--- src/rtl/sfr_pkg.sv ---
// Shared widths and controller/datapath interface types for the fraction reducer.
`timescale 1ns / 1ps
`default_nettype none
package sfr_pkg;

  localparam int NUM_W = 64;
  localparam int DEN_W = 32;
  localparam int CNT_W = 7;
  localparam int K_W   = 5;

  localparam logic [CNT_W-1:0] DIV_N_STEPS = CNT_W'(NUM_W);
  localparam logic [CNT_W-1:0] DIV_D_STEPS = CNT_W'(DEN_W);

  typedef struct packed {
    logic load;
    logic gcd_step;
    logic div_n_init;
    logic div_d_init;
    logic div_step;
    logic finish;
  } cmd_t;

  typedef struct packed {
    logic num_zero;
    logic gcd_done;
    logic div_done;
  } sts_t;

endpackage
`default_nettype wire

--- src/rtl/saturating_fraction_reducer.sv ---
// Top level of the saturating fraction reducer.
// Reduces in_num_in / in_den_in to lowest terms; a zero denominator counts as
// one, a zero numerator gives 0/1, and a reduced numerator above 32 bits reads
// as all ones with no flag. A transaction is taken when start is high and busy
// is low; the result appears on out_num_out/out_den_out for one cycle with
// out_valid and cannot be held off, so the receiver must take it then. A zero
// numerator goes straight from the check state to the result. Otherwise the
// binary GCD loop runs first (one shift or one 64-bit subtract per cycle),
// followed by 64 steps of the shared restoring divider for the numerator and
// 32 for the denominator. A new transaction may start in the cycle that the
// result is shown.
`timescale 1ns / 1ps
`default_nettype none
module saturating_fraction_reducer (
  input  wire logic                      clk,
  input  wire logic                      rst_n,
  input  wire logic                      start,
  output logic                           busy,
  input  wire logic [sfr_pkg::NUM_W-1:0] in_num_in,
  input  wire logic [sfr_pkg::DEN_W-1:0] in_den_in,
  output logic                           out_valid,
  output logic [sfr_pkg::DEN_W-1:0]      out_num_out,
  output logic [sfr_pkg::DEN_W-1:0]      out_den_out
);

  sfr_pkg::cmd_t cmd;
  sfr_pkg::sts_t sts;

  sfr_ctrl u_ctrl (
    .clk   (clk),
    .rst_n (rst_n),
    .start (start),
    .busy  (busy),
    .sts   (sts),
    .cmd   (cmd)
  );

  sfr_dpath u_dpath (
    .clk       (clk),
    .rst_n     (rst_n),
    .in_num    (in_num_in),
    .in_den    (in_den_in),
    .cmd       (cmd),
    .sts       (sts),
    .out_valid (out_valid),
    .out_num   (out_num_out),
    .out_den   (out_den_out)
  );

endmodule
`default_nettype wire

--- src/rtl/sfr_ctrl.sv ---
// Sequencing state machine for the fraction reducer.
`timescale 1ns / 1ps
`default_nettype none
module sfr_ctrl (
  input  wire logic          clk,
  input  wire logic          rst_n,
  input  wire logic          start,
  output logic               busy,
  input  wire sfr_pkg::sts_t sts,
  output sfr_pkg::cmd_t      cmd
);

  localparam logic [2:0] S_IDLE  = 3'd0;
  localparam logic [2:0] S_CHECK = 3'd1;
  localparam logic [2:0] S_GCD   = 3'd2;
  localparam logic [2:0] S_DIVN  = 3'd3;
  localparam logic [2:0] S_DIVD  = 3'd4;

  logic [2:0] state_r;
  logic [2:0] state_nxt;

  always_ff @(posedge clk) begin
    if (!rst_n) begin
      state_r <= S_IDLE;
    end else begin
      state_r <= state_nxt;
    end
  end

  always_comb begin
    state_nxt = state_r;
    cmd       = '0;
    case (state_r)
      S_IDLE: begin
        if (start) begin
          cmd.load  = 1'b1;
          state_nxt = S_CHECK;
        end
      end
      S_CHECK: begin
        if (sts.num_zero) begin
          cmd.finish = 1'b1;
          state_nxt  = S_IDLE;
        end else begin
          state_nxt = S_GCD;
        end
      end
      S_GCD: begin
        if (sts.gcd_done) begin
          cmd.div_n_init = 1'b1;
          state_nxt      = S_DIVN;
        end else begin
          cmd.gcd_step = 1'b1;
        end
      end
      S_DIVN: begin
        if (sts.div_done) begin
          cmd.div_d_init = 1'b1;
          state_nxt      = S_DIVD;
        end else begin
          cmd.div_step = 1'b1;
        end
      end
      S_DIVD: begin
        if (sts.div_done) begin
          cmd.finish = 1'b1;
          state_nxt  = S_IDLE;
        end else begin
          cmd.div_step = 1'b1;
        end
      end
      default: begin
        state_nxt = S_IDLE;
      end
    endcase
  end

  assign busy = (state_r != S_IDLE);

endmodule
`default_nettype wire

--- src/rtl/sfr_dpath.sv ---
// Datapath: binary GCD engine, shared restoring divider and result registers.
`timescale 1ns / 1ps
`default_nettype none
module sfr_dpath (
  input  wire logic                      clk,
  input  wire logic                      rst_n,
  input  wire logic [sfr_pkg::NUM_W-1:0] in_num,
  input  wire logic [sfr_pkg::DEN_W-1:0] in_den,
  input  wire sfr_pkg::cmd_t             cmd,
  output sfr_pkg::sts_t                  sts,
  output logic                           out_valid,
  output logic [sfr_pkg::DEN_W-1:0]      out_num,
  output logic [sfr_pkg::DEN_W-1:0]      out_den
);

  localparam int NW = sfr_pkg::NUM_W;
  localparam int DW = sfr_pkg::DEN_W;

  logic [NW-1:0]             n_r;
  logic [DW-1:0]             d_r;
  logic                      nz_r;
  logic [NW-1:0]             u_r;
  logic [NW-1:0]             v_r;
  logic [sfr_pkg::K_W-1:0]   k_r;
  logic [DW-1:0]             g_r;
  logic [NW-1:0]             dq_r;
  logic [DW-1:0]             rem_r;
  logic [sfr_pkg::CNT_W-1:0] cnt_r;
  logic [DW-1:0]             qn_r;
  logic                      out_valid_r;
  logic [DW-1:0]             out_num_r;
  logic [DW-1:0]             out_den_r;

  logic [DW-1:0] den_adj;
  logic [NW:0]   u_minus_v;
  logic [NW-1:0] v_minus_u;
  logic [DW-1:0] g_w;
  logic [DW:0]   rem_sh;
  logic [DW:0]   rem_diff;
  logic          q_bit;

  assign den_adj   = (in_den == '0) ? DW'(1) : in_den;
  assign u_minus_v = {1'b0, u_r} - {1'b0, v_r};
  assign v_minus_u = v_r - u_r;
  assign g_w       = (u_r[DW-1:0] | v_r[DW-1:0]) << k_r;
  assign rem_sh    = {rem_r, dq_r[NW-1]};
  assign rem_diff  = rem_sh - {1'b0, g_r};
  assign q_bit     = ~rem_diff[DW];

  always_ff @(posedge clk) begin
    if (cmd.load) begin
      n_r  <= in_num;
      d_r  <= den_adj;
      nz_r <= (in_num == '0);
      u_r  <= in_num;
      v_r  <= {{(NW-DW){1'b0}}, den_adj};
      k_r  <= '0;
    end else if (cmd.gcd_step) begin
      if (!u_r[0] && !v_r[0]) begin
        u_r <= u_r >> 1;
        v_r <= v_r >> 1;
        k_r <= k_r + 1'b1;
      end else if (!u_r[0]) begin
        u_r <= u_r >> 1;
      end else if (!v_r[0]) begin
        v_r <= v_r >> 1;
      end else if (!u_minus_v[NW]) begin
        u_r <= u_minus_v[NW-1:0];
      end else begin
        v_r <= v_minus_u;
      end
    end

    if (cmd.div_n_init) begin
      g_r   <= g_w;
      dq_r  <= n_r;
      rem_r <= '0;
      cnt_r <= sfr_pkg::DIV_N_STEPS;
    end else if (cmd.div_d_init) begin
      qn_r  <= (dq_r[NW-1:DW] != '0) ? {DW{1'b1}} : dq_r[DW-1:0];
      dq_r  <= {d_r, {(NW-DW){1'b0}}};
      rem_r <= '0;
      cnt_r <= sfr_pkg::DIV_D_STEPS;
    end else if (cmd.div_step) begin
      rem_r <= q_bit ? rem_diff[DW-1:0] : rem_sh[DW-1:0];
      dq_r  <= {dq_r[NW-2:0], q_bit};
      cnt_r <= cnt_r - 1'b1;
    end

    if (cmd.finish) begin
      out_num_r <= nz_r ? '0 : qn_r;
      out_den_r <= nz_r ? DW'(1) : dq_r[DW-1:0];
    end
  end

  always_ff @(posedge clk) begin
    if (!rst_n) begin
      out_valid_r <= 1'b0;
    end else begin
      out_valid_r <= cmd.finish;
    end
  end

  assign sts.num_zero = nz_r;
  assign sts.gcd_done = (u_r == '0) || (v_r == '0);
  assign sts.div_done = (cnt_r == '0);

  assign out_valid = out_valid_r;
  assign out_num   = out_num_r;
  assign out_den   = out_den_r;

endmodule
`default_nettype wire

--- config.mk ---
export PLATFORM = sky130hd
export DESIGN_NAME = saturating_fraction_reducer
export DESIGN_NICKNAME = d
export VERILOG_FILES = /design/src/rtl/sfr_pkg.sv /design/src/rtl/saturating_fraction_reducer.sv /design/src/rtl/sfr_ctrl.sv /design/src/rtl/sfr_dpath.sv
export SDC_FILE = /design/constraint.sdc
export NUM_CORES = 1
export LEC_CHECK = 0
export BUFFER_PORTS_ARGS = -buffer_cell sky130_fd_sc_hd__buf_2
export CORE_ASPECT_RATIO = 1.75
export CORE_UTILIZATION = 55
export CTS_BUF_LIST = sky130_fd_sc_hd__clkbuf_4 sky130_fd_sc_hd__clkbuf_8
export DETAILED_ROUTE_END_ITERATION = 8
export PLACE_DENSITY = 0.73
export RECOVER_POWER = 100
export SKIP_CTS_REPAIR_TIMING = 1
export SLEW_MARGIN = 20
export SYNTH_ARGS = -nofsm -noshare
export SYNTH_HDL_FRONTEND = slang
export SYNTH_SLANG_ARGS = --single-unit
--- constraint.sdc ---
create_clock -name clk -period 7.1 [get_ports clk]
set_clock_uncertainty 0.15 [all_clocks]
set_input_delay 0.71 -clock clk [delete_from_list [all_inputs] [get_ports clk]]
set_output_delay 0.71 -clock clk [all_outputs]
set_load 0.005 [all_outputs]
==> results.tsv <==
stage	metric	value	unit
outcome	status	finished, violations left	
outcome	violations	max-capacitance violations, max-slew violations	
routing	drt_iter0_markers	2813	
routing	post_drt_wl_per_cell	30.3	µm
sta	rsz0062_at_grt	false	
synthesis	ys_ff_latch	465	
power_and_ir_drop	swShare	46.1	%
floorplanning	pin_count	165	
synthesis	synth-seq-area-share	42.4	%
power_and_ir_drop	power_density	375	nW/µm²
critical_path	crit_type	reg -> reg	
clock_tree	cts_sinks	465	
placed_design	io_buffer_count	164	
power_and_ir_drop	p_comb_share	49.8	%
global_route	grt_pass1_wl	181000	µm
sta	fin_crit_sh	88.6	%
power_and_ir_drop	clockPowerShare	19.2	%
global_route	top_usage_layer	met2	
global_route	globalRouteMet3Util	11.9	%
sta	tns	0	ps
critical_path	start_kind	flop	
clock_tree	clk_pin_slew	70	ps
synthesis	synthXorXnorAreaFrac	4.03	%
synthesis	yosys.area_share.simple	16.4	%
final_layout	seq_area	13200	µm²
final_layout	postLayoutCoreUtil	60.4	%
clock_tree	cts_made_buffers	71	
critical_path	cp.arrival	6690	ps
synthesis	netlist_instances	3334	
synthesis	async_reset_ff_share	0	%
routing	num_vias	28100	
placed_design	hpwl	94400	µm
job	maxCapViolCount	15	
power_and_ir_drop	p_int	6.77	mW
critical_path	worstPathRequired	7500	ps
global_route	use_met1	40.8	%
synthesis	synthesis.nets	3632	
routing	firstDrtPassIters	7	
routing	wl	125000	µm
power_and_ir_drop	power.switching	5.78	mW
final_layout	area_growth	7.84	%
floorplanning	dieArea	57500	µm²
critical_path	crit_path_max_fanout	34	
floorplanning	die_h	316	µm
clock_tree	cts_buffer_depth	3	
final_layout	final_cell_mix	385 x edfxtp_1, 333 x nor2_1, 286 x nand2_1	
synthesis	synth_edf_count	385	
clock_tree	insertion_delay	730	ps
min_path	hp-class	in -> reg	
clock_tree	h-tree-depth	3	
critical_path	worstSetupEndpointType	flop	
final_layout	drive_above_1_share	7.46	%
synthesis	yosys_warnings	0	
sta	timing.fmax	0.159	GHz
synthesis	synth_cell_type_count	91	
power_and_ir_drop	p_leak	12.6	nW
critical_path	r2r_slack	810	ps
placed_design	gp_congestion	1.06	
global_route	antenna_found_initial	17	
final_layout	multi_input_area	16300	µm²
sta	post-route-min-period	6290	ps
sta	slew_viol_final	670	
power_and_ir_drop	vdd_ir_drop_max	0.250	mV
power_and_ir_drop	p_seq_share	30.9	%
floorplanning	initial_core_util	56.0	%
global_route	grt_max_degree	115	
synthesis	synth_mux_area_share	3.81	%
floorplanning	core-area	55500	µm²
synthesis	avgSynthCellArea	9.32	µm²
synthesis	synth_top_family_by_area	compound AO/OA/AOI/OAI gates	
floorplanning	die_w	182	µm
sta	setup_viol	0	
routing	drc	0	
global_route	grt_overflow	0	
sta	hold_ws	100	ps
clock_tree	cts_tree	built	
floorplanning	rows	114	
synthesis	synthFlopType	edfxtp_1	
final_layout	nNetsFinal	3681	
global_route	grt_usage	44.0	%
sta	maxSlewHeadroom	-114	%
sta	hold_violations	0	
clock_tree	cts-root-buf	clkbuf_8	
global_route	grt_pass1_vias	27900	
routing	routed_via_density	6.79	
synthesis	synth_compound_area_share	19.7	%
sta	tightest_slew	3200	ps
synthesis	synth_adder_area_share	8.09	%
global_route	grt_use_met2	74.2	%
routing	ant_nets	0	
final_layout	final_common_cell	edfxtp_1	
final_layout	fillers	4920	
synthesis	synth_area	31100	µm²
[layer usage]
| metal | vias to the layer above | part of all wire [%] |
|---|---|---|
| li1 | 12300 | - |
| met1 | 13300 | 30 |
| met2 | 1719 | 48 |
| met3 | 720 | 8.3 |
| met4 | 22 | 14 |
| met5 | - | 0.097 |
[worst paths after layout]
kind,from,end,cells past startpoint
worst max-delay path,u_dpath.u_r[0],u_dpath.v_r[31],16
worst min-delay path,in_num_in[57],u_dpath.n_r[57],1
worst max register to register,u_dpath.u_r[0],u_dpath.v_r[31],16
worst min register to register,u_dpath.cnt_r[1],u_dpath.cnt_r[1],2
[flip-flops by register name (all words and copies together) (netlist names), 7 cells and up]
register and count:
u_dpath.cnt_r 7, u_dpath.d_r 32, u_dpath.dq_r 64, u_dpath.g_r 32, u_dpath.n_r 64, u_dpath.out_den 32
u_dpath.out_num 32, u_dpath.qn_r 32, u_dpath.rem_r 32, u_dpath.u_r 64, u_dpath.v_r 64
[cell usage after synthesis (36+ instances only)]
library cell	n	area, µm²
inv_1	229	860
dfxtp_1	80	1600
or3_1	49	307
nand3_1	52	260
nor2b_1	86	538
o21ai_0	190	951
a21o_1	49	368
xor2_1	36	315
nand4_1	46	288
ha_1	196	2450
nor4_1	85	532
a221oi_1	95	832
o21bai_1	43	323
nor2_1	335	1260
clkbuf_1	178	668
a22oi_1	42	315
nand2_1	286	1070
a21oi_1	238	1190
xnor2_1	105	920
edfxtp_1	385	11600
nor3_1	44	220
[layout make-up]
class,instances,share of cell area [%]
antenna,7,0.0523
multi-input combinational,2415,48.5
clock inverter,35,1.03
timing repair buffer,196,2.54
sequential,465,39.3
tap,696,2.60
clock buffer,88,3.35
inverter,234,2.64
[cell families (layout without fill, tap and decap cells)]
kind of cell,after synthesis,in the layout
xor+xnor,142,142
mux,75,75
fa+ha+maj,199,199
flops,465,465
compound gates,923,923
other cells,0,7
simple gates,1076,1076
buf+inv,454,553
[worst max-delay path, cell delays in order, from the launching register on]
cell      delay (ps)
edfxtp_1         510
inv_1            220
ha_1             180
inv_1             80
fa_1             410
nor2b_1          160
o211ai_1         280
a21oi_1          140
o21a_1           260
o21ai_0          480
a211oi_1         280
o21a_1           260
nor3_1           230
clkbuf_1        1570
a221oi_1         420
clkbuf_1         330
nor2_1           140
[through the flow]
| step | std cells | total power [mW] | worst slack [ps] | area, µm² |
|---|---|---|---|---|
| after floorplan | 3334 | 7.78 | 1700 | 31100 |
| final | 4136 | 12.6 | 811 | 33500 |
| after global placement | 4001 | 9.76 | 1860 | 32200 |
| after CTS | 4124 | 12.2 | 1760 | 33700 |
| after detailed placement | 4001 | 9.82 | 1750 | 32200 |
| after global routing | 4130 | 13.0 | 685 | 33500 |
[power by group through the flow]
stage / combinational [mW] / clock [mW] / sequential [mW]
after floorplan: 4.07 / 0 / 3.72
after global placement: 5.87 / 0 / 3.88
after detailed placement: 5.91 / 0 / 3.90
after CTS: 5.95 / 2.41 / 3.85
after global routing: 6.60 / 2.51 / 3.89
final: 6.25 / 2.41 / 3.88
No activity file was read; power rests on OpenSTA's default activity.
